`src/rtl/core/vt4_pkg.sv`:
```
// Shared types and constants for the 4x4 vertex transform block.
// No dependencies; imported by every module in rtl/core.
package vt4_pkg;

  // Default number of fraction bits of the signed fixed-point format.
  localparam int unsigned FRAC_BITS_DEF = 16;

  localparam int unsigned ELEM_W    = 32;          // one matrix element or vector component
  localparam int unsigned PROD_W    = 2 * ELEM_W;  // exact product of two elements
  localparam int unsigned SUM_W     = PROD_W + 2;  // exact sum of four products
  localparam int unsigned NUM_ELEMS = 16;
  localparam int unsigned NUM_LANES = 4;
  localparam int unsigned NUM_REGS  = 8;
  localparam int unsigned REG_IDX_W = 3;
  localparam int unsigned CFG_DATA_W = 64;
  localparam int unsigned CFG_ADDR_W = 6;          // 8-byte stride, eight registers

  // Item kind carried on the slave-side tuser.
  typedef enum logic [1:0] {
    KIND_FULL       = 2'd0,
    KIND_POINT      = 2'd1,
    KIND_ROTATE     = 2'd2,
    KIND_INV_ROTATE = 2'd3
  } kind_e;

  typedef logic [NUM_ELEMS-1:0][ELEM_W-1:0] matrix_t;
  typedef logic [NUM_LANES-1:0][ELEM_W-1:0] vec_t;
  typedef logic [NUM_LANES-1:0][SUM_W-1:0]  sum_vec_t;

  // Load enables for the two register stages inside each lane.
  typedef struct packed {
    logic ld_prod;
    logic ld_sum;
  } lane_ctrl_t;

endpackage

```
`src/rtl/core/vt4_merge.sv`:
```
// Merging stage: scales and saturates the four lane sums, builds the flag.
// Depends on vt4_pkg; holds the output data register.
module vt4_merge
  import vt4_pkg::*;
#(
  parameter int unsigned FRAC_BITS = FRAC_BITS_DEF
) (
  input  logic     clk_i,
  input  logic     ld_i,
  input  kind_e    kind_i,
  input  sum_vec_t sums_i,
  output vec_t     result_o,
  output logic     saturated_o
);

  localparam int unsigned TOP_LO = ELEM_W - 1 + FRAC_BITS;
  localparam logic [ELEM_W-1:0] MAX_POS = {1'b0, {(ELEM_W-1){1'b1}}};
  localparam logic [ELEM_W-1:0] MAX_NEG = {1'b1, {(ELEM_W-1){1'b0}}};

  logic [NUM_LANES-1:0]             lane_sat;
  logic [NUM_LANES-1:0][ELEM_W-1:0] lane_res;
  vec_t                             result_d;
  logic                             sat_d;
  vec_t                             result_q;
  logic                             sat_q;

  // Shift right with floor, then clamp when the top bits are not a sign run.
  always_comb begin
    for (int r = 0; r < NUM_LANES; r++) begin
      lane_sat[r] = !((&sums_i[r][SUM_W-1:TOP_LO]) || !(|sums_i[r][SUM_W-1:TOP_LO]));
      if (lane_sat[r]) begin
        lane_res[r] = sums_i[r][SUM_W-1] ? MAX_NEG : MAX_POS;
      end else begin
        lane_res[r] = sums_i[r][TOP_LO:FRAC_BITS];
      end
    end
  end

  // The w component only counts for the full four-component product.
  always_comb begin
    result_d = lane_res;
    sat_d    = lane_sat[0] | lane_sat[1] | lane_sat[2];
    if (kind_i == KIND_FULL) begin
      sat_d = sat_d | lane_sat[3];
    end else begin
      result_d[3] = '0;
    end
  end

  always_ff @(posedge clk_i) begin
    if (ld_i) begin
      result_q <= result_d;
      sat_q    <= sat_d;
    end
  end

  assign result_o    = result_q;
  assign saturated_o = sat_q;

endmodule
```
`config.mk`:
```
export PLATFORM = sky130hd
export DESIGN_NAME = vt4_merge
export DESIGN_NICKNAME = d
export VERILOG_FILES = /design/src/rtl/core/vt4_pkg.sv /design/src/rtl/core/vt4_merge.sv
export SDC_FILE = /design/constraint.sdc
export NUM_CORES = 1
export LEC_CHECK = 0
export BUFFER_PORTS_ARGS = -buffer_cell sky130_fd_sc_hd__buf_2
export CAP_MARGIN = 40
export CORE_AREA = 2 2 153 155
export CTS_BUF_LIST = sky130_fd_sc_hd__clkbuf_8
export DETAILED_ROUTE_END_ITERATION = 10
export DIE_AREA = 0 0 155 157
export HOLD_SLACK_MARGIN = 0.03
export SLEW_MARGIN = 20
export SYNTH_ARGS = -nofsm -noshare
export SYNTH_HDL_FRONTEND = slang
export SYNTH_SLANG_ARGS = --single-unit
export TNS_END_PERCENT = 10
```
`constraint.sdc`:
```
create_clock -name clk_i -period 4.2 [get_ports clk_i]
set_input_delay 0.42 -clock clk_i [delete_from_list [all_inputs] [get_ports clk_i]]
set_output_delay 0.42 -clock clk_i [all_outputs]
set_load 0.1 [all_outputs]
```
After elaboration in Yosys (flattened, before gate mapping):

Cells that the tools add are included.

* bits in registers: 129
* latch bits: 0
* memory bits (writable): 0
* ROM bits: 0
* input port bits: 268
* output and inout bits: 129
* logic and storage cells: 38
* memories: 0

* $add $sub $neg: 0
* multiply operators: 0
* divide/modulo/power cells: 0
* $lt $le $gt $ge: 0
* eq/ne operators: 0
* shifts and indexed selects: 0
* muxes and demuxes: 9
* bitwise operators: 3
* reduce and logical (&&, ||, !) cells: 21

Operator list (count)
* $mux 32: 8
* $reduce_and 19->1: 4
* $reduce_or 19->1: 4
* $logic_not 1->1: 8
* $logic_or 1x1->1: 4
* $or 1x1->1: 3
* $logic_not 2->1: 1
* $mux 1: 1

Longest topological paths before layout:

Gate-level depths: netlist (run 1).

* depth after elaboration: 8
* gate-level depth with buffers: 6
* depth with buffers taken out: 5

Worst setup path before layout (run 1):

OpenSTA, ideal clock, no wires.

* path type: input to register
* from: in sums_i[260] (netlist name)
* to: reg result_q, in the netlist result_o[118] (data pin)
* setup time: 0.254 ns
* data arrival time: 1.568 ns
* data required time: 3.946 ns
* path slack: 2.378 ns
* stages on the path: 5
* path buffers: 1
* path through: or3_1 -> nor3_1 -> nor3b_2 -> buf_6 -> o21a_1

* cells in the longest elaborated chain, start to end: 4
* elaborated cells on any way between the ends: 5

Ends and longest elaborated chain
* from (decl): RTL line vt4_merge.sv:11 `input sum_vec_t sums_i,`
* $reduce_or 19->1: RTL line vt4_merge.sv:30 `lane_sat[r] = !((&sums_i[r][SUM_W-1:TOP_LO]) || !(|sums_i[r][SUM_W-1:TOP_LO]));`
* $logic_not 1->1: RTL line vt4_merge.sv:30
* $logic_or 1x1->1 *: RTL line vt4_merge.sv:30
* $mux 32 *: RTL line vt4_merge.sv:31 `if (lane_sat[r]) begin`
* to (signal assigned): RTL line vt4_merge.sv:52 `result_q <= result_d;`
* to (decl): RTL line vt4_merge.sv:24 `vec_t result_q;`

Every way passes the cells marked *; elsewhere a longest branch is shown, timed or not.
A chain may end at the register's enable or synchronous reset.

Worst setup path in the final report (run 1):

* from: in sums_i[190] (netlist name)
* to: reg sat_q (netlist: saturated_o) (data pin)

* cells in the longest elaborated chain, start to end: 7
* elaborated cells on any way between the ends: 8

Ends and longest elaborated chain
* $reduce_or 19->1: RTL line vt4_merge.sv:30
* $logic_not 1->1: RTL line vt4_merge.sv:30
* $logic_or 1x1->1 *: RTL line vt4_merge.sv:30
* $logic_not 1->1 *: RTL line vt4_merge.sv:30
* $or 1x1->1 *: RTL line vt4_merge.sv:42 `sat_d = lane_sat[0] | lane_sat[1] | lane_sat[2];`
* $or 1x1->1: RTL line vt4_merge.sv:44 `sat_d = sat_d | lane_sat[3];`
* $mux 1 *: RTL line vt4_merge.sv:43 `if (kind_i == KIND_FULL) begin`
* named net sat_d: RTL line vt4_merge.sv:23 `logic sat_d;`
* to (signal assigned): RTL line vt4_merge.sv:53 `sat_q <= sat_d;`
* to (decl): RTL line vt4_merge.sv:25 `logic sat_q;`

Mark *: on every way through the listed nets, which the timed path passes. The rest lies on a longest branch.

==> out/metrics.cfg, run 1 <==
[status]
status=completed

[route]
ant_nets=0
drt_wl_total_mm=16.2
drtIter0Drc=221
viasPerCell=4.54
drt_pre_antenna_iters=4
drc=0
dr_total_vias=4585
wl_per_cell_um=16.0

[logic_synthesis]
syn_area_sq_um=5660
synthCells=382
synth.avg_cell_area_sq_um=14.8
synthMuxAreaShare_pct=0
synth.distinct_cells=23
synthAdderAreaFrac_pct=0
ys_ff_latch=129
synth_top_family_by_area=compound AO/OA/AOI/OAI gates
ys_seq_area_share_pct=68.5
synthSimpleGateAreaFrac_pct=6.62
synth_xor_area_share_pct=0
synth_compound_area_share_pct=21.5
ys.warnings.count=0
syn_nets=650

[power]
total_power_uw=3710
p_leak_uw=0.00374
power_density_nw_per_um2=461
worst_ir_drop_vdd_mv=0.163

[hold_path]
hold_path.class=in2reg
whs_path_depth=1
min_to=result_o[63]
hold_start=sums_i[131]

[sta]
max_slew_margin_pct=52.5
hold_viol_final=0
grt_setup_unrepaired=no
min_period_ns=2.09
worst_slew_pin_slew_ns=0.713
setup_viol=0
clock.fmax_ghz=0.479
period_share_pct=49.7
timing.setup.tns_ns=0
finalMaxSlewViolations=0

[grt]
grt_max_degree=57
antenna_found_initial=5
grt_pass1_wl_mm=23.8
grt_pass1_vias=4504
grt_usage_pct=12.7
overflow=0

[cts]
cts_root_buffer=clkbuf_8
path_clk_slew_ns=0.09
cts_tree=done
cts_setup_buffers=0
clock-sinks=129
clk_path_buf_depth=2
cts_hold_buf=0
cts_resized=0
cts_buffers=17
cts_max_level=4

[placement]
place_hpwl_mm=11.6
io_buffers=332
gp_routability_congestion=0.736

[floorplan]
dieArea_sq_um=24300
rows=55
die_h_um=157
initial_core_util_pct=25.1
core_area_sq_um=22500
io_pins=397
die_x_um=155

[setup_path]
cp-start-kind=input port
critPathMaxFanout=32
worstSetupPathType=in2reg
critPathArrivalTime_ns=2.23
crit_path_end_kind=flop
cp-startpoint=sums_i[190]
worstPathRequired_ns=4.34

[layout]
design.final.nets=977
synthToLayoutAreaGrowth_pct=42.5
drive_gt1_share_pct=53.3

[flow_run]
drv_cap=0

==> cell families after synthesis <==
logic type | Yosys count
compound gates | 161
buf+inv | 33
simple gates | 59
flops | 129
==> cell type report <==
| cell class | count | area, sq um |
|---|---|---|
| timing repair buffer | 341 | 1760 |
| tap | 285 | 357 |
| multi-input combinational | 220 | 1650 |
| antenna | 3 | 7.51 |
| clock inverter | 15 | 180 |
| sequential | 129 | 3870 |
| clock buffer | 17 | 234 |
| fill | 2251 | 14400 |
==> worst max-delay path: stages <==
cell and delay, ns:
buf_2 0.10, nor4_1 0.30, nand4_1 0.14, nor4_1 0.45
a31o_2 0.66, nand4_1 0.15
==> stage by stage <==
| step | hold slack (ns) | std cells | area [sq um] | util, % | worst slack (ns) |
|---|---|---|---|---|---|
| floorplan | 0.532 | 382 | 5660 | - | 2.38 |
| global placement | 0.683 | 974 | 7610 | 33.8 | 1.65 |
| detailed placement | 0.686 | 975 | 7640 | 33.9 | 1.64 |
| CTS | 0.195 | 1007 | 8050 | 35.8 | 2.13 |
| global route | 0.201 | 1009 | 8060 | 35.8 | 1.96 |
| finish | 0.245 | 1010 | 8060 | 35.8 | 2.11 |
==> sequential cells by signal (all words and copies together), names as in the netlist <==
name	cells
saturated_o	1
result_o	128
==> power breakdown <==
| group | leakage [uW] | internal, uW | switching [uW] | total (uW) |
|---|---|---|---|---|
| Clock | 0.000204 | 594 | 539 | 1130 |
| Combinational | 0.00228 | 179 | 856 | 1030 |
| Sequential | 0.00126 | 1520 | 22.6 | 1550 |
==> synthesized netlist by cell type (all sizes together) <==
master,instances,area (sq um)
edfxtp,129,3870
o21a,31,233
nor4,21,144
nand4,21,138
nor3b,1,12.5
nand2,2,7.51
clkbuf,10,38.8
or3,2,17.5
a311oi,3,26.3
buf,23,153
nand3,1,5.00
a21o,93,698
a31o,3,26.3
and3,3,18.8
a21boi,31,233
nor3,1,5.00
nor2,7,26.3
==> worst max-delay path by stage <==
stage / cells past startpoint / slack, ns / end
3_3_place_gp: 6 / 1.65 / saturated_o
4_1_cts: 6 / 2.13 / saturated_o
6_report: 6 / 2.11 / saturated_o
3_5_place_dp: 6 / 1.64 / saturated_o
2_1_floorplan: 5 / 2.38 / result_o[118]
5_1_grt: 6 / 1.96 / saturated_o
==> placed cells by master, fill, tap and decap left out, types with 2 or more instances in the layout <==
cell type and n:
a21boi_1 29, buf_4 8, clkbuf_8 17, edfxtp_1 129, diode_2 3, a31o_2 3, clkinv_2 3, nor2_1 6
nand4_1 20, nor4_1 19, a21boi_0 2, and3_1 3, nor4_2 2, clkinvlp_4 3, a311oi_4 3, nand2_1 2
buf_2 331, inv_6 5, bufinv_16 3, a21o_1 93, o21a_1 31
==> metal layers <==
layer	GRT usage, %	wire (um)
met5	0	27
met4	4.54	276
met3	5.40	1420
met2	22.0	8030
met1	14.0	6440
(Power assumes the default switching activity.)
==> run 2: changes to the inputs <==
==> constraint.sdc (replaced) <==
create_clock -name clk_i -period 2 [get_ports clk_i]
set_input_delay 0.2 -clock clk_i [delete_from_list [all_inputs] [get_ports clk_i]]
set_output_delay 0.2 -clock clk_i [all_outputs]
set_load 0.1 [all_outputs]
==> run 2 against run 1 <==
Net effect: global-route usage rose by 1.2 points; core utilization rose by 5.2 points; sequential share of layout area fell by 6.1 points.
==> out/metrics.cfg, run 2 (synthesis gave the netlist of run 1 again) <==
[power]
power_density_nw_per_um2=893  ; +94%
p_leak_uw=0.00425  ; +14%
total_power_uw=8240  ; +120%
worst_ir_drop_vdd_mv=0.396  ; +140%

[route]
drc=0  ; unchanged
viasPerCell=4.45  ; -2.0%
dr_total_vias=4965  ; +8.3%
ant_nets=0  ; unchanged
drt_wl_total_mm=17.5  ; +7.9%
wl_per_cell_um=15.6  ; -2.4%
drt_pre_antenna_iters=6  ; +2
drtIter0Drc=213  ; -3.6%

[sta]
setup_viol=0  ; unchanged
min_period_ns=1.88
finalHoldWorstSlack_ns=0.0624  ; -0.183 ns
worst_slew_pin_slew_ns=0.531  ; -0.182 ns
timing.setup.tns_ns=0  ; unchanged
postLayoutSetupSlackWorst_ns=0.124  ; -1.99 ns
period_share_pct=93.8
hold_viol_final=0  ; unchanged
grt_setup_unrepaired=no
clock.fmax_ghz=0.533
max_slew_margin_pct=64.9  ; +12 points
finalMaxSlewViolations=0  ; unchanged

[status]
status=completed

[layout]
n_fill_cell=2115  ; -6.0%
synthToLayoutAreaGrowth_pct=63.1
design.final.nets=1086  ; +11%
final_area_sq_um=9230  ; +14%
drive_gt1_share_pct=48.3  ; -5.1 points
largest_reg_flops=128  ; unchanged
final_cell_mix=331 x buf_2, 129 x edfxtp_1, 93 x a21o_1, 92 x dlygate4sd3_1, 31 x o21a_1
final_common_cell=buf_2
n_antenna_cell=0  ; -3

[setup_path]
cp-startpoint=sums_i[131]
cp-start-kind=input port
crit_slowest_cell=dlygate4sd3_1
critPathArrivalTime_ns=2.07  ; -0.16 ns
worstPathRequired_ns=2.19  ; -2.15 ns
crit_chain=dlygate4sd3_1, buf_2, nor4_1, nand4_1, nor4_1, buf_4, a311oi_4, buf_6, a21o_1
worstSetupPathType=in2reg
slowest_delay_ns=0.53  ; -0.13 ns
critPathMaxFanout=15  ; -53%
crit_path_end_kind=flop
cp_common_cell=nor4_1

[placement]
io_buffers=332  ; unchanged
gp_routability_congestion=0.759  ; +3.1%
dpl_cell_area_sq_um=7830  ; +2.5%
place_hpwl_mm=12.0  ; +3.0%
pre_cts_ws_ns=0.100  ; -1.54 ns

[floorplan]
initial_core_util_pct=25.1  ; unchanged
dieArea_sq_um=24300  ; unchanged
die_x_um=155  ; unchanged
rows=55  ; unchanged
die_h_um=157  ; unchanged
core_area_sq_um=22500  ; unchanged
io_pins=397  ; unchanged

[cts]
cts_tree=done
cts_root_buffer=clkbuf_8
path_clk_slew_ns=0.08  ; about the same
clock-sinks=129  ; unchanged
cts_buffers=17  ; unchanged
cts_resized=0  ; unchanged
cts_setup_buffers=0  ; unchanged
cts_max_level=4  ; unchanged
clk_path_buf_depth=2  ; unchanged

[grt]
overflow=0  ; unchanged
grt_pass1_wl_mm=26.3  ; +10%
antenna_found_initial=0  ; -5
grt_max_degree=44  ; -23%
grt_pass1_vias=5042  ; +12%
grt_usage_pct=13.9  ; +1.2 points

[hold_path]
hold_path.class=in2reg
hold_start=sums_i[104]

[flow_run]
drv_cap=0  ; unchanged

==> run 2: per-layer routing <==
metal / global-route usage (%) / routed length, um
met1: 15.0 / 6790
met2: 25.1 / 8990
met3: 5.01 / 1430
met4: 4.67 / 250
met5: 0 / 0
==> run 2: area by class of cell <==
| class | count | area, sq um | share of cell area, % |
|---|---|---|---|
| sequential | 129 | 3870 | 42.0 |
| timing repair buffer | 450 | 2880 | 31.2 |
| multi-input combinational | 220 | 1650 | 17.9 |
| tap | 285 | 357 | 3.87 |
| clock buffer | 17 | 234 | 2.54 |
| clock inverter | 15 | 234 | 2.54 |
==> run 2: final timing paths <==
path                            to  cells after the start
worst max-delay path  result_o[45]                      9
worst min-delay path  result_o[54]                      2
==> run 2: where the power goes <==
part	internal [uW]	switching (uW)	total [uW]
sequential	3200	51.3	3250
combinational	508	1830	2340
clock	1500	1140	2640
total	5210	3030	8240
==> run 2: repair_timing <==
item | in CTS | in global routing
endpoints found under the hold margin | 92 | 0
hold buffers | 92 | 0
setup endpoints to repair | 0 | 0
==> run 2: worst max-delay path, delay by kind of cell <==
kind	cells	cell delay (ns)
AOI/OAI and AO/OA	2	0.23
buffers and inverters	4	1.04
and+or+nand+nor	3	0.58
==> run 2: stage by stage <==
stage	utilization, %	cells
floorplan	-	382
global placement	34.8	991
detailed placement	34.8	991
finish	41.0	1116
global route	41.0	1116
CTS	40.9	1115
==> run 3: changes to the inputs <==
==> constraint.sdc (replaced) <==
create_clock -name clk_i -period 2 [get_ports clk_i]
set_input_delay 0.1 -clock clk_i [delete_from_list [all_inputs] [get_ports clk_i]]
set_output_delay 0.1 -clock clk_i [all_outputs]
set_load 0.1 [all_outputs]
==> run 3 against run 2 <==
Net effect: combinational power is essentially flat; via count increased by 2.1%; sequential cell count stayed put; sequential power is essentially flat; total power shrank 6.7%; critical path depth rose by 1; count of clock-buffer cells in the layout is the same; global-route usage up 0.45 points; core utilization shrank 0.32 points.
==> out/metrics.cfg, run 3 (synthesis gave the netlist of run 1 again) <==
[route]
drc=0  ; unchanged
drt_wl_total_mm=17.9  ; +2.4%
wl_met3_mm=1.39  ; -2.7%
ant_nets=0  ; unchanged
drt_pre_antenna_iters=6  ; unchanged
wl_met2_mm=9.10  ; +1.2%
drtIter0Drc=220  ; +3.3%
top_layer=met5
wl_per_cell_um=15.9  ; +1.6%
viasPerCell=4.51  ; +1.4%
met1_length_mm=7.07  ; +4.2%
dr_total_vias=5069  ; +2.1%

[sta]
min_period_ns=1.87  ; -0.00509 ns
clock.fmax_ghz=0.534  ; +0.27%
period_share_pct=93.6  ; -0.25 points
finalMaxSlewViolations=0  ; unchanged
postLayoutSetupSlackWorst_ns=0.129  ; +0.00509 ns
timing.setup.tns_ns=0  ; unchanged
grt_setup_unrepaired=no
setup_viol=0  ; unchanged
max_slew_margin_pct=53.2  ; -12 points
worst_slew_pin_slew_ns=0.702  ; +0.172 ns
hold_viol_final=0  ; unchanged

[power]
power_density_nw_per_um2=840  ; -5.9%
p_leak_uw=0.00422  ; -0.93%
worst_ir_drop_vdd_mv=0.334  ; -16%

[floorplan]
rows=55  ; unchanged
dieArea_sq_um=24300  ; unchanged
die_h_um=157  ; unchanged
core_area_sq_um=22500  ; unchanged
io_pins=397  ; unchanged
die_x_um=155  ; unchanged
initial_core_util_pct=25.1  ; unchanged

[cts]
clock-sinks=129  ; unchanged
path_clk_slew_ns=0.08  ; about the same
cts_max_level=4  ; unchanged
cts_buffers=17  ; unchanged
cts_root_buffer=clkbuf_8
clk_path_buf_depth=2  ; unchanged
cts_tree=done

[setup_path]
slowest_delay_ns=0.54  ; about the same
cp-start-kind=input port
worstSetupPathType=in2reg
crit_chain=dlygate4sd3_1, buf_2, nor4_2, nand4_1, nor4_2, buf_4, a311oi_4, buf_6, buf_4, a21o_1
crit_path_end_kind=flop
cp-startpoint=sums_i[65]
critPathMaxFanout=12  ; -3
worstPathRequired_ns=2.19  ; about the same
crit_slowest_cell=dlygate4sd3_1
critPathArrivalTime_ns=2.06  ; about the same

[layout]
final_common_cell=buf_2
largest_reg_flops=128  ; unchanged
drive_gt1_share_pct=47.8  ; -0.41 points
final_area_sq_um=9150  ; -0.79%
final_core_util_pct=40.7  ; -0.32 points
synthToLayoutAreaGrowth_pct=61.8
final_cell_mix=331 x buf_2, 129 x edfxtp_1, 99 x dlygate4sd3_1, 93 x a21o_1, 31 x o21a_1
design.final.nets=1091  ; +0.46%

[placement]
pre_cts_ws_ns=0.0900  ; -0.0100 ns
io_buffers=332  ; unchanged
place_hpwl_mm=12.1  ; +1.2%
dpl_cell_area_sq_um=7780  ; -0.62%
gp_routability_congestion=0.740  ; -2.6%

[grt]
grt_pass1_vias=5323  ; +5.6%
grt_usage_pct=14.3  ; +0.45 points
grt_pass1_wl_mm=27.2  ; +3.7%
overflow=0  ; unchanged
antenna_found_initial=4  ; +4
grt_max_degree=42  ; -4.5%

[flow_run]
drv_cap=0  ; unchanged

[hold_path]
hold_start=sums_i[226]
hold_path.class=in2reg

[status]
status=completed

-- run 3: cell count changes in the layout (fill, tap and decap cells not counted) --
cell           change
clkinvlp_4         +2
nor4_1             -2
diode_2            +3
clkinv_1           +1
buf_12             -3
bufinv_16          -4
clkinv_4           -3
buf_6              +1
inv_8              -1
nor4_2             +2
clkinv_2           +5
dlygate4sd3_1      +7
-- run 3: path summary, 6_finish.rpt --
check | cells after the start | end | slack, ns
max | 10 | result_o[3] | 0.13
min | 3 | result_o[108] | 0.10
-- run 3: what timing repair did --
action	CTS	global route
gates resized for setup	0	2
setup endpoints to repair	0	20
buffers inserted	0	0
endpoints found under the hold margin	122	0
hold buffers	99	0
-- run 3: power breakdown --
group          internal (uW)  switching [uW]  total [uW]  leakage [uW]
sequential              3200            48.4        3250       0.00126
clock                    969            1120        2090      0.000176
combinational            515            1840        2350       0.00278
-- run 3: critical path: cells and delay by family --
kind            cells  cell delay (ns)
compound gates      2             0.23
simple gates        3             0.49
buf+inv             5             1.23
-- run 3: cell type report --
class                           instances  area [sq um]
Tap cell                              285           357
Antenna cell                            3          7.51
Fill cell                            2167         13400
Timing Repair Buffer                  455          2900
Multi-Input combinational cell        220          1660
Sequential cell                       129          3870
Clock inverter                         15           120
Clock buffer                           17           234
-- run 3: routing by layer --
metal	track usage (%)	up-vias
li1	-	2417
met1	15.9	2416
met2	25.1	211
met3	5.26	23
met4	5.38	2
met5	0	-
-- run 3: per-stage QoR --
stage / hold slack (ns) / total power (uW) / cells
global placement: 0.363 / 5500 / 988
global route: 0.0680 / 8010 / 1124
floorplan: 0.212 / 4980 / 382
finish: 0.100 / 7690 / 1124
CTS: 0.0506 / 7800 / 1120
detailed placement: 0.365 / 5510 / 989
