`config.mk`:
```
export PLATFORM = sky130hd
export DESIGN_NAME = vt4_regs
export DESIGN_NICKNAME = d
export VERILOG_FILES = /design/src/rtl/core/vt4_pkg.sv /design/src/rtl/core/vt4_regs.sv
export SDC_FILE = /design/constraint.sdc
export NUM_CORES = 1
export LEC_CHECK = 0
export BUFFER_PORTS_ARGS = -buffer_cell sky130_fd_sc_hd__buf_2
export CORE_AREA = 2 2 257 259
export CTS_BUF_LIST = sky130_fd_sc_hd__clkbuf_2
export DETAILED_ROUTE_END_ITERATION = 8
export DIE_AREA = 0 0 259 261
export HOLD_SLACK_MARGIN = 0.02
export SYNTH_ARGS = -nofsm -noshare
export SYNTH_HDL_FRONTEND = slang
export SYNTH_SLANG_ARGS = --single-unit
```
`constraint.sdc`:
```
create_clock -name clk_i -period 2.7 [get_ports clk_i]
set_clock_uncertainty 0.2 [all_clocks]
set_input_delay 0.54 -clock clk_i [delete_from_list [all_inputs] [get_ports clk_i]]
set_output_delay 0.54 -clock clk_i [all_outputs]
set_load 0.02 [all_outputs]
```
`src/rtl/core/vt4_pkg.sv`:
```
// Shared types and constants for the 4x4 vertex transform block.
// No dependencies; imported by every module in rtl/core.
package vt4_pkg;

  // Default number of fraction bits of the signed fixed-point format.
  localparam int unsigned FRAC_BITS_DEF = 16;

  localparam int unsigned ELEM_W    = 32;          // one matrix element or vector component
  localparam int unsigned PROD_W    = 2 * ELEM_W;  // exact product of two elements
  localparam int unsigned SUM_W     = PROD_W + 2;  // exact sum of four products
  localparam int unsigned NUM_ELEMS = 16;
  localparam int unsigned NUM_LANES = 4;
  localparam int unsigned NUM_REGS  = 8;
  localparam int unsigned REG_IDX_W = 3;
  localparam int unsigned CFG_DATA_W = 64;
  localparam int unsigned CFG_ADDR_W = 6;          // 8-byte stride, eight registers

  // Item kind carried on the slave-side tuser.
  typedef enum logic [1:0] {
    KIND_FULL       = 2'd0,
    KIND_POINT      = 2'd1,
    KIND_ROTATE     = 2'd2,
    KIND_INV_ROTATE = 2'd3
  } kind_e;

  typedef logic [NUM_ELEMS-1:0][ELEM_W-1:0] matrix_t;
  typedef logic [NUM_LANES-1:0][ELEM_W-1:0] vec_t;
  typedef logic [NUM_LANES-1:0][SUM_W-1:0]  sum_vec_t;

  // Load enables for the two register stages inside each lane.
  typedef struct packed {
    logic ld_prod;
    logic ld_sum;
  } lane_ctrl_t;

endpackage

```
`src/rtl/core/vt4_regs.sv`:
```
// Matrix configuration registers behind an APB-style port.
// Depends on vt4_pkg; the matrix resets to the identity.
module vt4_regs
  import vt4_pkg::*;
#(
  parameter int unsigned FRAC_BITS = FRAC_BITS_DEF
) (
  input  logic                  clk_i,
  input  logic                  rst_ni,
  input  logic                  psel,
  input  logic                  penable,
  input  logic                  pwrite,
  input  logic [CFG_ADDR_W-1:0] paddr,
  input  logic [CFG_DATA_W-1:0] pwdata,
  output logic [CFG_DATA_W-1:0] prdata,
  output logic                  pready,
  output matrix_t               matrix_o
);

  localparam logic [ELEM_W-1:0] ONE = ELEM_W'(1) << FRAC_BITS;

  matrix_t               mat_q;
  logic [REG_IDX_W-1:0]  idx;
  logic                  wr_en;

  assign idx   = paddr[CFG_ADDR_W-1:CFG_ADDR_W-REG_IDX_W];
  assign pready = 1'b1;
  assign wr_en = psel & penable & pwrite;

  // Each register holds two adjacent elements, the even one in the low half.
  // Reset loads the identity: the diagonal elements are one, all others zero.
  always_ff @(posedge clk_i or negedge rst_ni) begin
    if (!rst_ni) begin
      for (int i = 0; i < NUM_ELEMS; i++) begin
        mat_q[i] <= (i == 0 || i == 5 || i == 10 || i == 15) ? ONE : '0;
      end
    end else if (wr_en) begin
      mat_q[{idx, 1'b0}] <= pwdata[ELEM_W-1:0];
      mat_q[{idx, 1'b1}] <= pwdata[CFG_DATA_W-1:ELEM_W];
    end
  end

  // Read-back of the addressed pair.
  assign prdata   = {mat_q[{idx, 1'b1}], mat_q[{idx, 1'b0}]};
  assign matrix_o = mat_q;

endmodule

```
Word level (Yosys, flattened, before mapping) --
Cells that the tools add are included.
Operators by class: muxes and demuxes 10, bitwise logic cells 2, order comparisons 4, reduce and logical (&&, ||, !) cells 2
Operator list (count):
- 512-bit bitwise mux | 2
- 32-bit binary-select mux with 3-bit select | 2
- 32-bit demux with 3-bit select | 2
- 32-bit two-way mux | 4
- 4-bit by 5-bit < comparator with 1-bit output (second input constant) | 2
- 4-bit by 1-bit greater-or-equal comparator with 1-bit output (second input constant) | 2
- 1-bit AND | 2
- 1-bit logical AND | 2
Word-level totals: output and inout port bits 577, register bits 512, input port bits 75, word-level logic and storage cells 34

Longest topological paths before layout --
Gate-level depths: netlist (run 1).
depth in word-level cells 6, depth in mapped cells 6, gate-level depth less buffers 3

Worst setup path after synthesis (run 1) --
OpenSTA, ideal clock, no wires.
path type input -> output, start input paddr[3], end output prdata[0], stages on the path 5, arrival 2.008 ns, required time 1.960 ns, slack -0.048 ns, buffers on the path 3, cell sequence buf_2 -> buf_2 -> buf_2 -> mux4_2 -> mux2_2
Between the ends: cells in the longest elaborated chain, start to end 2
RTL lines:
- start: declaration | RTL line vt4_regs.sv:13 | input logic [CFG_ADDR_W-1:0] paddr,
- 32-bit binary-select mux with 3-bit select | RTL line vt4_regs.sv:44 | assign prdata = {mat_q[{idx, 1'b1}], mat_q[{idx, 1'b0}]};
- 32-bit two-way mux (implied by the code) | RTL line vt4_regs.sv:44
- end: declaration | RTL line vt4_regs.sv:15 | output logic [CFG_DATA_W-1:0] prdata,
Every way passes these cells. The select of a mux whose other input is x is not followed.

Worst setup path in the final report (run 1) --
start register mat_q (netlist bit matrix_o[253]), end output prdata[61]
Between the ends: cells in the longest elaborated chain, start to end 2
RTL lines:
- start: declaration | RTL line vt4_regs.sv:22 | matrix_t mat_q;
- start signal: indexed assignment | RTL line vt4_regs.sv:35 | mat_q[i] <= (i == 0 || i == 5 || i == 10 || i == 15) ? ONE : '0;
- start signal: indexed assignment | RTL line vt4_regs.sv:38 | mat_q[{idx, 1'b0}] <= pwdata[ELEM_W-1:0];
- start signal: indexed assignment | RTL line vt4_regs.sv:39 | mat_q[{idx, 1'b1}] <= pwdata[CFG_DATA_W-1:ELEM_W];
- 32-bit binary-select mux with 3-bit select | RTL line vt4_regs.sv:44
- 32-bit two-way mux (implied by the code) | RTL line vt4_regs.sv:44
Every way passes these cells. The select of a mux whose other input is x is not followed.

==> report_table.html, run 1 <==
<table>
<tr><th>Metric</th><th>Value</th></tr>
<tr><th colspan="2">Status</th></tr>
<tr><td>Result of the run</td><td>finished, violations left</td></tr>
<tr><td>Violations in the final reports</td><td>negative setup slack</td></tr>
<tr><th colspan="2">Global routing</th></tr>
<tr><td>Met1 global-route usage</td><td>28.9%</td></tr>
<tr><td>Vias in the first global route</td><td>19100</td></tr>
<tr><td>GRT Total Usage</td><td>between 20% and 30%</td></tr>
<tr><td>Antenna violations before repair</td><td>3</td></tr>
<tr><td>Wire length of the first global-routing pass</td><td>121 mm</td></tr>
<tr><td>Busiest layer in global routing</td><td>met2</td></tr>
<tr><td>Global-route met2 utilization</td><td>between 40% and 50%</td></tr>
<tr><td>Largest net degree at the start of global routing</td><td>74</td></tr>
<tr><td>Met3 Track Usage GR</td><td>7.51%</td></tr>
<tr><td>Aggregate global routing overflow</td><td>0</td></tr>
<tr><th colspan="2">Place</th></tr>
<tr><td>DP Cell Count</td><td>roughly 2900</td></tr>
<tr><td>Gp weighted congestion</td><td>0.891</td></tr>
<tr><td>Placed wire-length estimate after detailed placement</td><td>53.2 mm</td></tr>
<tr><td>Placement-stage worst setup slack</td><td>-0.113 ns</td></tr>
<tr><td>Area post-placement</td><td>28100 sq um</td></tr>
<tr><td>Number of buffer cells added on primary ports</td><td>about 650</td></tr>
<tr><th colspan="2">Yosys</th></tr>
<tr><td>Synthesized flop and latch total</td><td>around 510</td></tr>
<tr><td>Largest family of logic cells by synthesized area</td><td>multiplexers</td></tr>
<tr><td>Synthesized-area fraction occupied by xor and xnor cells</td><td>0%</td></tr>
<tr><td>Synth Net Count</td><td>1399</td></tr>
<tr><td>Post-synthesis mux area share</td><td>approximately 40%</td></tr>
<tr><td>Simple-gate area share of the yosys netlist</td><td>0.528%</td></tr>
<tr><td>Post-Synthesis Cell Area</td><td>22800 sq um</td></tr>
<tr><td>Distinct cell type count of the synthesized netlist</td><td>24</td></tr>
<tr><td>Synthesis Warnings</td><td>0</td></tr>
<tr><td>Adder-Cell Fraction of Synth Area</td><td>0%</td></tr>
<tr><td>Count of mapped cells out of synthesis</td><td>1324</td></tr>
<tr><td>Compound-Gate Fraction of Synth Area</td><td>0.148%</td></tr>
<tr><td>Sequential-to-total area share from yosys stat</td><td>between 50% and 60%</td></tr>
<tr><td>Mean instance size in the synthesized netlist</td><td>17.2 sq um</td></tr>
<tr><th colspan="2">Power and ir drop</th></tr>
<tr><td>Post-route total power</td><td>27.7 mW</td></tr>
<tr><td>Max rail drop VDD</td><td>0.000549 V</td></tr>
<tr><td>Pwr dens</td><td>762 nW/um^2</td></tr>
<tr><td>Cell leakage power</td><td>17.8 nW</td></tr>
<tr><th colspan="2">Clock network</th></tr>
<tr><td>Max H-tree Level</td><td>4</td></tr>
<tr><td>Clock transition at the registers of the reported paths</td><td>approximately 0.1 ns</td></tr>
<tr><td>Clk Tree Root Cell</td><td>sky130_fd_sc_hd__clkbuf_2</td></tr>
<tr><td>CTS buffer count</td><td>about 140</td></tr>
<tr><td>Maximum clock insertion buffer count</td><td>3</td></tr>
<tr><td>Clock latency of the later-clocked register in the worst-skew pair</td><td>1.24 ns</td></tr>
<tr><td>Clock sink total</td><td>512</td></tr>
<tr><td>CTS tree</td><td>done</td></tr>
<tr><th colspan="2">Timing</th></tr>
<tr><td>Clock period minus final worst setup slack</td><td>3.37 ns</td></tr>
<tr><td>Actual transition at the worst max-transition pin</td><td>0.851 ns</td></tr>
<tr><td>Fraction of the cycle the final worst path needs</td><td>125%</td></tr>
<tr><td>Final-report max-slew violation count</td><td>0</td></tr>
<tr><td>Worst path setup slack after routing</td><td>-0.674 ns</td></tr>
<tr><td>Fin Hold WS</td><td>about 0.26 ns</td></tr>
<tr><td>Setup_tns</td><td>-40.78 ns</td></tr>
<tr><td>Final Hold Violating Endpoints</td><td>0</td></tr>
<tr><td>Fmax</td><td>~300 MHz</td></tr>
<tr><td>Unrepaired setup endpoints after global routing</td><td>true</td></tr>
<tr><td>Final setup vio count</td><td>107</td></tr>
<tr><td>Worst slew margin relative to its limit</td><td>43.3%</td></tr>
<tr><th colspan="2">Finish</th></tr>
<tr><td>Commonest cells after routing, fill and taps aside</td><td>574 x sky130_fd_sc_hd__buf_6, 516 x sky130_fd_sc_hd__mux2_2, 501 x sky130_fd_sc_hd__dfrtp_1, 308 x sky130_fd_sc_hd__buf_2, 196 x sky130_fd_sc_hd__clkbuf_2</td></tr>
<tr><td>Filler instances</td><td>5180</td></tr>
<tr><td>Nets</td><td>2662</td></tr>
<tr><td>Final design instance area without fill</td><td>36300 sq um</td></tr>
<tr><td>Share of layout cells above drive strength 1</td><td>74.3%</td></tr>
<tr><td>Final core utilization</td><td>55.8%</td></tr>
<tr><td>Flip-flop count of the largest register, all copies and words added</td><td>512</td></tr>
<tr><td>Post-layout instance count excluding filler cells</td><td>between 3000 and 4000</td></tr>
<tr><td>Commonest non-fill, non-tap cell in the layout</td><td>sky130_fd_sc_hd__buf_6</td></tr>
<tr><td>Growth of design area from synthesis to finish</td><td>59.4%</td></tr>
<tr><th colspan="2">Drt</th></tr>
<tr><td>Starting DRT DRC Count</td><td>1109</td></tr>
<tr><td>Drc violations</td><td>0</td></tr>
<tr><td>Antenna Violating Nets Remaining</td><td>0</td></tr>
<tr><td>Mean routed wirelength per cell</td><td>23.9 um</td></tr>
<tr><td>Vias after detailed routing</td><td>18000</td></tr>
<tr><td>Detailed-router iteration count before antenna repair</td><td>4</td></tr>
<tr><td>Final WL</td><td>around 85 mm</td></tr>
<tr><td>Via/cell ratio</td><td>5.04</td></tr>
<tr><th colspan="2">Worst setup path</th></tr>
<tr><td>Number of cells on the worst reg-to-reg path</td><td>2</td></tr>
<tr><td>Crit path launch type</td><td>register</td></tr>
<tr><td>Reg2reg start</td><td>matrix_o[19]$_DFFE_PN0P_</td></tr>
<tr><td>Crit path launch</td><td>matrix_o[253]$_DFFE_PN0P_</td></tr>
<tr><td>Required time of the worst setup path</td><td>1.96 ns</td></tr>
<tr><td>Worst setup endpoint</td><td>prdata[61]</td></tr>
<tr><td>Startpoint-to-endpoint class of the critical path</td><td>register to primary output</td></tr>
<tr><td>Category of the worst setup path capture point</td><td>primary output</td></tr>
<tr><td>Largest fanout of any net on the critical path</td><td>2</td></tr>
<tr><td>Register-to-register setup slack</td><td>1.15 ns</td></tr>
<tr><td>Arrival time of data at the critical path endpoint</td><td>2.63 ns</td></tr>
<tr><td>Terminus of the critical flop-to-flop path</td><td>matrix_o[19]$_DFFE_PN0P_</td></tr>
<tr><th colspan="2">Die</th></tr>
<tr><td>Core Area</td><td>65000 sq um</td></tr>
<tr><td>Die width</td><td>approximately 260 um</td></tr>
<tr><td>Number of standard-cell rows in the floorplan</td><td>94</td></tr>
<tr><td>Count of boundary I/O pins</td><td>652</td></tr>
<tr><td>Initial Utilization</td><td>35.0%</td></tr>
<tr><td>Area of the die</td><td>67600 sq um</td></tr>
<tr><td>Die span in y</td><td>between 200 and 300 um</td></tr>
<tr><th colspan="2">Hold path</th></tr>
<tr><td>Kind of path behind the tightest hold check</td><td>input pin to async pin</td></tr>
<tr><th colspan="2">Flow run</th></tr>
<tr><td>Maximum capacitance violations</td><td>0</td></tr>
</table>
cell type report:
| cell class | count | area [sq um] | area share, % |
|---|---|---|---|
| multi-input cells | 724 | 9720 | 26.8 |
| flip-flops and latches | 512 | 12800 | 35.3 |
| diodes | 4 | 10.0 | 0.0276 |
| well taps | 864 | 1080 | 2.98 |
| clock inverters | 48 | 310 | 0.855 |
| clock buffers | 196 | 981 | 2.70 |
| repair buffers | 1212 | 11400 | 31.3 |
layer usage:
metal,wire [um],up-vias
met3,5940,150
met4,2260,2
met2,43400,733
li1,-,7665
met1,33600,9406
met5,13,-
worst max-delay path, stage by stage (launching register included):
cell and delay (ns):
sky130_fd_sc_hd__dfrtp_2 0.46, sky130_fd_sc_hd__mux4_2 0.50, sky130_fd_sc_hd__mux2_4 0.31, sky130_fd_sc_hd__buf_6 0.14
cells in the mapped netlist:
cell type	count	area (sq um)
sky130_fd_sc_hd__nand4b_4	1	23.8
sky130_fd_sc_hd__nand2b_1	2	12.5
sky130_fd_sc_hd__nor4bb_1	1	10.0
sky130_fd_sc_hd__buf_4	1	7.51
sky130_fd_sc_hd__o211ai_1	1	7.51
sky130_fd_sc_hd__mux2_2	565	6360
sky130_fd_sc_hd__or3_1	2	12.5
sky130_fd_sc_hd__clkbuf_1	17	63.8
sky130_fd_sc_hd__buf_1	4	15.0
sky130_fd_sc_hd__nor2_2	6	37.5
sky130_fd_sc_hd__a21oi_1	1	5.00
sky130_fd_sc_hd__nand2_1	1	3.75
sky130_fd_sc_hd__buf_2	60	300
sky130_fd_sc_hd__conb_1	1	3.75
sky130_fd_sc_hd__buf_6	6	67.6
sky130_fd_sc_hd__a31oi_1	2	12.5
sky130_fd_sc_hd__nand4_2	1	12.5
sky130_fd_sc_hd__mux2i_1	1	10.0
sky130_fd_sc_hd__dfstp_2	4	105
sky130_fd_sc_hd__dfrtp_1	508	12700
sky130_fd_sc_hd__nor3b_1	1	7.51
sky130_fd_sc_hd__a211o_1	1	8.76
sky130_fd_sc_hd__mux4_2	126	2840
sky130_fd_sc_hd__mux2_1	11	124
how the worst min path moves through the flow:
stage / startpoint / endpoint / slack, ns / cells after the start
after floorplan: rst_ni / matrix_o[0]$_DFFE_PN0P_ / 0.04 / 0
after global placement: matrix_o[205]$_DFFE_PN0P_ / matrix_o[205]$_DFFE_PN0P_ / 0.30 / 1
after detailed placement: matrix_o[11]$_DFFE_PN0P_ / matrix_o[11]$_DFFE_PN0P_ / 0.31 / 1
after CTS: rst_ni / matrix_o[147]$_DFFE_PN0P_ / 0.04 / 4
after global routing: rst_ni / matrix_o[275]$_DFFE_PN0P_ / 0.14 / 4
final: rst_ni / matrix_o[147]$_DFFE_PN0P_ / 0.26 / 4
kinds of logic (layout without fill, tap and decap cells):
kind of cell / after synthesis / after routing
other cells: 1 / 5
flops: 512 / 512
simple gates: 15 / 15
mux: 703 / 703
buf+inv: 88 / 1456
compound gates: 5 / 5
repair_timing:
action                                   CTS  global route
resized for setup                        540           482
hold buffers                             139             0
buffers inserted                         219           147
hold endpoints to repair                1024             0
endpoints found under the setup margin   576           544
pin swaps                                  3             0
report_power, final:
group / leakage [nW] / internal [mW] / switching (mW)
combinational: 10.3 / 6.25 / 5.18
sequential: 6.53 / 9.17 / 1.36
clock: 0.964 / 2.35 / 3.34
total: 17.8 / 17.8 / 9.88
Power figures use the tool's default switching activity.
==> inputs of run 2 (changes only) <==
--- a/config.mk
+++ b/config.mk
@@ -11,6 +11,7 @@
 export DETAILED_ROUTE_END_ITERATION = 8
 export DIE_AREA = 0 0 259 261
 export HOLD_SLACK_MARGIN = 0.02
+export RECOVER_POWER = 50
 export SYNTH_ARGS = -nofsm -noshare
 export SYNTH_HDL_FRONTEND = slang
 export SYNTH_SLANG_ARGS = --single-unit
==> run 2 against run 1 <==
Compared with the run above: the run ends with max-capacitance violations, max-slew violations, negative setup slack left; hold slack better by 0.028 ns; largest cell class unchanged; fmax about the same; combinational power about the same; setup slack about the same; routed wire length about the same; clock power about the same; flip-flop and latch count unchanged; total power about the same; highest routed layer unchanged; count of clock-buffer cells in the layout unchanged; sequential power about the same.
==> report_table.html, run 2 (synthesized netlist as in run 1, its figures left out) <==
<table>
<tr><th>Metric</th><th>Value</th></tr>
<tr><th colspan="2">Worst setup path</th></tr>
<tr><td>Max stage delay on crit path</td><td>0.50 ns (about the same)</td></tr>
<tr><td>Worst path slowest cell</td><td>sky130_fd_sc_hd__mux4_2</td></tr>
<tr><td>Category of the worst setup path capture point</td><td>primary output</td></tr>
<tr><td>Crit path launch type</td><td>register</td></tr>
<tr><td>Startpoint-to-endpoint class of the critical path</td><td>register to primary output</td></tr>
<tr><td>Dominant delay contributor by cell family on the critical path</td><td>multiplexers</td></tr>
<tr><td>Register-to-register setup slack</td><td>1.15 ns (about the same)</td></tr>
<tr><td>Required time of the worst setup path</td><td>1.96 ns (about the same)</td></tr>
<tr><td>CP cell instances</td><td>mux4_2 &gt; mux2_4 &gt; buf_6</td></tr>
<tr><td>Reg2reg start</td><td>matrix_o[19]$_DFFE_PN0P_</td></tr>
<tr><td>Largest fanout of any net on the critical path</td><td>2 (unchanged)</td></tr>
<tr><td>Buffers &amp; Inverters on Critical Path</td><td>1 (unchanged)</td></tr>
<tr><td>Arrival time of data at the critical path endpoint</td><td>2.63 ns (about the same)</td></tr>
<tr><td>Number of cells on the worst reg-to-reg path</td><td>2 (unchanged)</td></tr>
<tr><td>Terminus of the critical flop-to-flop path</td><td>matrix_o[19]$_DFFE_PN0P_</td></tr>
<tr><th colspan="2">Timing</th></tr>
<tr><td>Unrepaired setup endpoints after global routing</td><td>true</td></tr>
<tr><td>Actual transition at the worst max-transition pin</td><td>2.02 ns (+1.17 ns)</td></tr>
<tr><td>Final-report max-slew violation count</td><td>88 (+88)</td></tr>
<tr><td>Final Hold Violating Endpoints</td><td>0 (unchanged)</td></tr>
<tr><td>Fraction of the cycle the final worst path needs</td><td>125% (about the same)</td></tr>
<tr><td>Clock period minus final worst setup slack</td><td>3.37 ns (+0.000495 ns)</td></tr>
<tr><td>Fmax</td><td>296 MHz (about the same)</td></tr>
<tr><td>Worst path setup slack after routing</td><td>-0.675 ns (-0.000495 ns)</td></tr>
<tr><td>Worst slew margin relative to its limit</td><td>-34.7% (-78 points)</td></tr>
<tr><td>Final setup vio count</td><td>325 (+200%)</td></tr>
<tr><th colspan="2">Die</th></tr>
<tr><td>Initial Utilization</td><td>35.0% (unchanged)</td></tr>
<tr><td>Die span in y</td><td>261 um (unchanged)</td></tr>
<tr><td>Area of the die</td><td>67600 sq um (unchanged)</td></tr>
<tr><td>Number of standard-cell rows in the floorplan</td><td>94 (unchanged)</td></tr>
<tr><td>Die width</td><td>259 um (unchanged)</td></tr>
<tr><td>Count of boundary I/O pins</td><td>652 (unchanged)</td></tr>
<tr><td>Core Area</td><td>65000 sq um (unchanged)</td></tr>
<tr><th colspan="2">Drt</th></tr>
<tr><td>Antenna Violating Nets Remaining</td><td>0 (unchanged)</td></tr>
<tr><td>Final WL</td><td>85.2 mm (about the same)</td></tr>
<tr><td>Starting DRT DRC Count</td><td>1064 (-4.1%)</td></tr>
<tr><td>Detailed-router iteration count before antenna repair</td><td>5 (+1)</td></tr>
<tr><td>Drc violations</td><td>0 (unchanged)</td></tr>
<tr><td>Vias after detailed routing</td><td>17900 (-0.056%)</td></tr>
<tr><td>Via/cell ratio</td><td>5.04 (about the same)</td></tr>
<tr><td>Mean routed wirelength per cell</td><td>23.9 um (about the same)</td></tr>
<tr><th colspan="2">Clock network</th></tr>
<tr><td>Clock transition at the registers of the reported paths</td><td>0.13 ns (+0.03 ns)</td></tr>
<tr><td>Clock latency of the later-clocked register in the worst-skew pair</td><td>1.24 ns (about the same)</td></tr>
<tr><td>CTS buffer count</td><td>137 (unchanged)</td></tr>
<tr><td>Clk Tree Root Cell</td><td>sky130_fd_sc_hd__clkbuf_2</td></tr>
<tr><td>Max H-tree Level</td><td>4 (unchanged)</td></tr>
<tr><td>CTS tree</td><td>done</td></tr>
<tr><td>Maximum clock insertion buffer count</td><td>3 (unchanged)</td></tr>
<tr><td>Clock sink total</td><td>512 (unchanged)</td></tr>
<tr><th colspan="2">Place</th></tr>
<tr><td>Gp weighted congestion</td><td>0.891 (unchanged)</td></tr>
<tr><td>Number of buffer cells added on primary ports</td><td>647 (unchanged)</td></tr>
<tr><td>Placed wire-length estimate after detailed placement</td><td>53.2 mm (unchanged)</td></tr>
<tr><td>DP Cell Count</td><td>2863 (unchanged)</td></tr>
<tr><td>Area post-placement</td><td>28100 sq um (unchanged)</td></tr>
<tr><th colspan="2">Hold path</th></tr>
<tr><td>Kind of path behind the tightest hold check</td><td>input pin to register</td></tr>
<tr><td>Min-Delay Startpoint</td><td>paddr[4]</td></tr>
<tr><td>Hold Crit Endpoint</td><td>matrix_o[453]$_DFFE_PN0P_</td></tr>
<tr><td>Worst hold stages</td><td>6</td></tr>
<tr><th colspan="2">Global routing</th></tr>
<tr><td>GRT Total Usage</td><td>24.2% (unchanged)</td></tr>
<tr><td>Wire length of the first global-routing pass</td><td>121 mm (unchanged)</td></tr>
<tr><td>Vias in the first global route</td><td>19100 (unchanged)</td></tr>
<tr><td>Aggregate global routing overflow</td><td>0 (unchanged)</td></tr>
<tr><td>Antenna violations before repair</td><td>3 (unchanged)</td></tr>
<tr><td>Largest net degree at the start of global routing</td><td>74 (unchanged)</td></tr>
<tr><th colspan="2">Finish</th></tr>
<tr><td>Commonest cells after routing, fill and taps aside</td><td>575 x sky130_fd_sc_hd__buf_6, 516 x sky130_fd_sc_hd__mux2_2, 501 x sky130_fd_sc_hd__dfrtp_1, 307 x sky130_fd_sc_hd__buf_2, 198 x sky130_fd_sc_hd__clkbuf_2</td></tr>
<tr><td>Post-layout instance count excluding filler cells</td><td>3560 (unchanged)</td></tr>
<tr><td>Commonest non-fill, non-tap cell in the layout</td><td>sky130_fd_sc_hd__buf_6</td></tr>
<tr><td>Nets</td><td>2662 (unchanged)</td></tr>
<tr><td>Final design instance area without fill</td><td>36200 sq um (-0.21%)</td></tr>
<tr><td>Growth of design area from synthesis to finish</td><td>59.1%</td></tr>
<tr><td>Flip-flop count of the largest register, all copies and words added</td><td>512 (unchanged)</td></tr>
<tr><td>Filler instances</td><td>5190 (+0.19%)</td></tr>
<tr><td>Share of layout cells above drive strength 1</td><td>74.1% (-0.15 points)</td></tr>
<tr><th colspan="2">Power and ir drop</th></tr>
<tr><td>Pwr dens</td><td>764 nW/um^2 (+0.17%)</td></tr>
<tr><td>Post-route total power</td><td>27.7 mW (about the same)</td></tr>
<tr><td>Max rail drop VDD</td><td>0.000549 V (about the same)</td></tr>
<tr><td>Cell leakage power</td><td>17.8 nW (-0.17%)</td></tr>
<tr><th colspan="2">Flow run</th></tr>
<tr><td>Maximum capacitance violations</td><td>2 (+2)</td></tr>
<tr><th colspan="2">Status</th></tr>
<tr><td>Result of the run</td><td>finished, violations left</td></tr>
<tr><td>Violations in the final reports</td><td>max-capacitance violations, max-slew violations, negative setup slack</td></tr>
</table>
run 2: changes by cell type in the layout (fill, tap and decap cells not counted), sizes merged:
cell	previous run	this run
buf	1072	1067
clkbuf	198	203
run 2: final cells by class:
class | instances | area [sq um] | share of cell area, %
diodes | 4 | 10.0 | 0.0276
clock buffers | 196 | 981 | 2.71
clock inverters | 48 | 310 | 0.857
multi-input cells | 724 | 9710 | 26.8
flip-flops and latches | 512 | 12800 | 35.4
well taps | 864 | 1080 | 2.99
repair buffers | 1212 | 11300 | 31.2
run 2: worst max path at each step:
stage,end,start,cells after the start
after detailed placement,prdata[60],paddr[3],6
after global placement,prdata[60],paddr[3],6
after floorplan,prdata[0],paddr[3],5
final,prdata[61],matrix_o[253]$_DFFE_PN0P_,3
after CTS,prdata[50],matrix_o[434]$_DFFE_PN0P_,3
after global routing,prdata[31],matrix_o[415]$_DFFE_PN0P_,3
run 2: where the power goes:
part / internal, mW / switching [mW]
Combinational: 6.25 / 5.18
Clock: 2.35 / 3.34
Sequential: 9.17 / 1.36
run 2: routing by layer:
| metal | track usage [%] | wire length (um) | up-vias |
|---|---|---|---|
| met5 | 0 | 13 | - |
| met4 | 8.82 | 2260 | 2 |
| met3 | 7.51 | 5910 | 151 |
| met2 | 41.3 | 43500 | 734 |
| met1 | 28.9 | 33600 | 9403 |
| li1 | - | - | 7656 |
run 2: repair_timing:
item,in CTS,in global routing
hold buffers,139,0
endpoints found under the setup margin,576,544
buffers inserted,219,147
pin swaps,3,0
resized for setup,540,482
hold endpoints to repair,1024,0
run 2: tightest hold or removal path, stage by stage:
cell and delay [ns]:
sky130_fd_sc_hd__buf_4 0.27, sky130_fd_sc_hd__buf_4 0.27, sky130_fd_sc_hd__nand2_1 0.14, sky130_fd_sc_hd__nor2_4 0.08, sky130_fd_sc_hd__buf_4 0.19, sky130_fd_sc_hd__mux2_2 0.23
run 2: per-stage QoR:
step	worst slack (ns)	hold slack, ns	util (%)	setup TNS (ns)
3_3_place_gp	-0.102	0.305	43.1	-3.47
5_1_grt	-0.863	0.156	55.7	-135.77
3_5_place_dp	-0.113	0.312	43.1	-3.53
6_report	-0.675	0.284	55.7	-58.36
4_1_cts	-0.886	0.0387	52.5	-117.31
2_1_floorplan	-0.0477	0.0444	-	-2.99
==> inputs of run 3 (changes only) <==
--- a/config.mk
+++ b/config.mk
@@ -5,11 +5,11 @@
 export SDC_FILE = /design/constraint.sdc
 export NUM_CORES = 1
 export LEC_CHECK = 0
-export BUFFER_PORTS_ARGS = -buffer_cell sky130_fd_sc_hd__buf_2
-export CORE_AREA = 2 2 257 259
+export CORE_AREA = 10 10 243 245
 export CTS_BUF_LIST = sky130_fd_sc_hd__clkbuf_2
 export DETAILED_ROUTE_END_ITERATION = 8
-export DIE_AREA = 0 0 259 261
+export DIE_AREA = 0 0 253 255
+export DONT_BUFFER_PORTS = 1
 export HOLD_SLACK_MARGIN = 0.02
 export RECOVER_POWER = 50
 export SYNTH_ARGS = -nofsm -noshare
==> run 3 against run 2 <==
Compared with the run above: the run ends with negative hold slack, max-slew violations, negative setup slack left; setup slack improved by 0.026 ns; count of clock-buffer cells in the layout grew 19; sequential power up 27%; via count shrank 23%; clock power down 3.9%; sequential share of layout area rose by 14 points; largest power group is now sequential cells.
==> report_table.html, run 3 (synthesized netlist as in run 1, its figures left out) <==
<table>
<tr><th>Metric</th><th>Value</th></tr>
<tr><th colspan="2">Timing</th></tr>
<tr><td>Final-report max-slew violation count</td><td>10 (-89%)</td></tr>
<tr><td>Worst slew margin relative to its limit</td><td>-0.204% (+35 points)</td></tr>
<tr><td>Actual transition at the worst max-transition pin</td><td>1.50 ns (-0.518 ns)</td></tr>
<tr><td>Fin Hold WS</td><td>-1.23 ns (-1.51 ns)</td></tr>
<tr><td>Final setup vio count</td><td>106 (-67%)</td></tr>
<tr><td>Worst path setup slack after routing</td><td>-0.649 ns (+0.0261 ns)</td></tr>
<tr><td>Fmax</td><td>299 MHz (+0.78%)</td></tr>
<tr><td>Fraction of the cycle the final worst path needs</td><td>124% (-0.97 points)</td></tr>
<tr><td>Final Hold Violating Endpoints</td><td>512 (+512)</td></tr>
<tr><td>Clock period minus final worst setup slack</td><td>3.35 ns (-0.0261 ns)</td></tr>
<tr><td>Unrepaired setup endpoints after global routing</td><td>true</td></tr>
<tr><td>Setup_tns</td><td>-49.00 ns (+9.36 ns)</td></tr>
<tr><th colspan="2">Drt</th></tr>
<tr><td>Antenna Violating Nets Remaining</td><td>0 (unchanged)</td></tr>
<tr><td>Vias after detailed routing</td><td>13800 (-23%)</td></tr>
<tr><td>Mean routed wirelength per cell</td><td>31.5 um (+32%)</td></tr>
<tr><td>Detailed-router iteration count before antenna repair</td><td>5 (unchanged)</td></tr>
<tr><td>Final WL</td><td>74.9 mm (-12%)</td></tr>
<tr><td>Via/cell ratio</td><td>5.82 (+15%)</td></tr>
<tr><td>Drc violations</td><td>0 (unchanged)</td></tr>
<tr><td>Starting DRT DRC Count</td><td>792 (-26%)</td></tr>
<tr><th colspan="2">Die</th></tr>
<tr><td>Area of the die</td><td>64500 sq um (-4.6%)</td></tr>
<tr><td>Core Area</td><td>54400 sq um (-16%)</td></tr>
<tr><td>Number of standard-cell rows in the floorplan</td><td>86 (-8.5%)</td></tr>
<tr><td>Count of boundary I/O pins</td><td>652 (unchanged)</td></tr>
<tr><td>Die width</td><td>253 um (-2.3%)</td></tr>
<tr><td>Die span in y</td><td>255 um (-2.3%)</td></tr>
<tr><td>Initial Utilization</td><td>41.8% (+6.8 points)</td></tr>
<tr><th colspan="2">Worst setup path</th></tr>
<tr><td>Max stage delay on crit path</td><td>0.51 ns (about the same)</td></tr>
<tr><td>CP cell instances</td><td>mux4_2 &gt; mux2_4</td></tr>
<tr><td>Startpoint-to-endpoint class of the critical path</td><td>register to primary output</td></tr>
<tr><td>Arrival time of data at the critical path endpoint</td><td>2.61 ns (-0.02 ns)</td></tr>
<tr><td>Required time of the worst setup path</td><td>1.96 ns (about the same)</td></tr>
<tr><td>Category of the worst setup path capture point</td><td>primary output</td></tr>
<tr><td>Buffers &amp; Inverters on Critical Path</td><td>0 (-1)</td></tr>
<tr><td>Dominant delay contributor by cell family on the critical path</td><td>multiplexers</td></tr>
<tr><td>Crit path launch type</td><td>register</td></tr>
<tr><td>Largest fanout of any net on the critical path</td><td>3 (+1)</td></tr>
<tr><td>Worst path slowest cell</td><td>sky130_fd_sc_hd__dfrtp_2</td></tr>
<tr><th colspan="2">Global routing</th></tr>
<tr><td>Aggregate global routing overflow</td><td>0 (unchanged)</td></tr>
<tr><td>GRT Total Usage</td><td>22.7% (-1.5 points)</td></tr>
<tr><td>Global-route met2 utilization</td><td>38.6% (-2.7 points)</td></tr>
<tr><td>Vias in the first global route</td><td>15000 (-22%)</td></tr>
<tr><td>Met1 global-route usage</td><td>23.8% (-5.1 points)</td></tr>
<tr><td>Largest net degree at the start of global routing</td><td>513 (+590%)</td></tr>
<tr><td>Busiest layer in global routing</td><td>met2</td></tr>
<tr><td>Antenna violations before repair</td><td>2 (-1)</td></tr>
<tr><td>Met3 Track Usage GR</td><td>11.8% (+4.3 points)</td></tr>
<tr><td>Wire length of the first global-routing pass</td><td>108 mm (-11%)</td></tr>
<tr><th colspan="2">Clock network</th></tr>
<tr><td>Clock transition at the registers of the reported paths</td><td>0.08 ns (-0.05 ns)</td></tr>
<tr><td>CTS tree</td><td>done</td></tr>
<tr><td>Max H-tree Level</td><td>4 (unchanged)</td></tr>
<tr><td>Number of buffers inserted to repair setup after CTS</td><td>0 (-100%)</td></tr>
<tr><td>Clock sink total</td><td>512 (unchanged)</td></tr>
<tr><td>CTS buffer count</td><td>139 (+1.5%)</td></tr>
<tr><td>Maximum clock insertion buffer count</td><td>3 (unchanged)</td></tr>
<tr><td>Clk Tree Root Cell</td><td>sky130_fd_sc_hd__clkbuf_2</td></tr>
<tr><td>Clock latency of the later-clocked register in the worst-skew pair</td><td>1.26 ns (+0.02 ns)</td></tr>
<tr><th colspan="2">Finish</th></tr>
<tr><td>Flip-flop count of the largest register, all copies and words added</td><td>512 (unchanged)</td></tr>
<tr><td>Nets</td><td>1654 (-38%)</td></tr>
<tr><td>Share of layout cells above drive strength 1</td><td>81.2% (+7.1 points)</td></tr>
<tr><td>Commonest non-fill, non-tap cell in the layout</td><td>sky130_fd_sc_hd__mux2_2</td></tr>
<tr><td>Growth of design area from synthesis to finish</td><td>19.5%</td></tr>
<tr><td>Commonest cells after routing, fill and taps aside</td><td>502 x sky130_fd_sc_hd__mux2_2, 412 x sky130_fd_sc_hd__dfrtp_2, 223 x sky130_fd_sc_hd__clkbuf_2, 184 x sky130_fd_sc_hd__dlygate4sd3_1, 126 x sky130_fd_sc_hd__mux4_2</td></tr>
<tr><td>Final core utilization</td><td>49.9% (-5.7 points)</td></tr>
<tr><td>Final design instance area without fill</td><td>27200 sq um (-25%)</td></tr>
<tr><th colspan="2">Status</th></tr>
<tr><td>Result of the run</td><td>finished, violations left</td></tr>
<tr><td>Violations in the final reports</td><td>negative hold slack, max-slew violations, negative setup slack</td></tr>
<tr><th colspan="2">Hold path</th></tr>
<tr><td>Kind of path behind the tightest hold check</td><td>input pin to async pin</td></tr>
<tr><th colspan="2">Place</th></tr>
<tr><td>Number of buffer cells added on primary ports</td><td>0 (-100%)</td></tr>
<tr><td>Area post-placement</td><td>23500 sq um (-16%)</td></tr>
<tr><td>Placement-stage worst setup slack</td><td>0.398 ns (+0.511 ns)</td></tr>
<tr><td>Gp weighted congestion</td><td>0.833 (-6.5%)</td></tr>
<tr><td>Placed wire-length estimate after detailed placement</td><td>48.2 mm (-9.6%)</td></tr>
<tr><th colspan="2">Power and ir drop</th></tr>
<tr><td>Max rail drop VDD</td><td>0.000452 V (-18%)</td></tr>
<tr><td>Pwr dens</td><td>822 nW/um^2 (+7.7%)</td></tr>
<tr><td>Cell leakage power</td><td>11.6 nW (-35%)</td></tr>
<tr><th colspan="2">Flow run</th></tr>
<tr><td>Maximum capacitance violations</td><td>0 (-2)</td></tr>
</table>
-- run 3: cell types whose count changed in the layout (fill, tap and decap cells not counted), moves of 30 or more --
| cell | before | now |
|---|---|---|
| sky130_fd_sc_hd__buf_4 | 145 | 0 |
| sky130_fd_sc_hd__buf_6 | 575 | 0 |
| sky130_fd_sc_hd__buf_12 | 36 | 6 |
| sky130_fd_sc_hd__dfrtp_1 | 501 | 96 |
| sky130_fd_sc_hd__dfrtp_2 | 7 | 412 |
| sky130_fd_sc_hd__dlygate4sd3_1 | 138 | 184 |
| sky130_fd_sc_hd__buf_2 | 307 | 1 |
-- run 3: repair_timing --
item,CTS,global route
hold buffers,183,3
pin swaps,1,1
endpoints found under the hold margin,1024,548
endpoints found under the setup margin,379,93
gates resized for setup,463,17
-- run 3: area by class of cell --
type / count / area (sq um)
fill: 4641 / 27300
timing repair buffer: 202 / 2030
sequential: 512 / 13300
antenna: 4 / 10.0
clock inverter: 19 / 144
tap: 704 / 881
multi-input combinational: 724 / 9730
clock buffer: 215 / 1080
-- run 3: worst paths after layout --
check / startpoint / endpoint / slack [ns] / depth (start not counted)
max: matrix_o[189]$_DFFE_PN0P_ / prdata[61] / -0.65 / 2
min in group clk_i: matrix_o[254]$_DFFE_PN0P_ / matrix_o[254]$_DFFE_PN0P_ / 0.43 / 1
max reg2reg: matrix_o[33]$_DFFE_PN0P_ / matrix_o[33]$_DFFE_PN0P_ / 1.02 / 2
max in group asynchronous: rst_ni / matrix_o[335]$_DFFE_PN0P_ / 2.18 / 0
min reg2reg: matrix_o[254]$_DFFE_PN0P_ / matrix_o[254]$_DFFE_PN0P_ / 0.43 / 1
min: rst_ni / matrix_o[313]$_DFFE_PN0P_ / -1.23 / 0
-- run 3: power by group --
part           switching (mW)  internal, mW
Combinational            1.21          2.38
Clock                    3.20          2.27
Sequential               3.90          9.40
Total                    8.31          14.1
-- run 3: metal layers --
metal,up-vias,wire [um]
met3,79,9070
li1,5579,-
met2,653,38300
met5,-,0
met1,7537,26100
met4,0,1420
-- run 3: stage by stage --
step / power (mW) / cells
floorplan: 14.8 / 1324
global route: 23.5 / 2380
detailed placement: 16.2 / 1956
finish: 22.4 / 2380
global placement: 16.1 / 1956
CTS: 22.6 / 2373
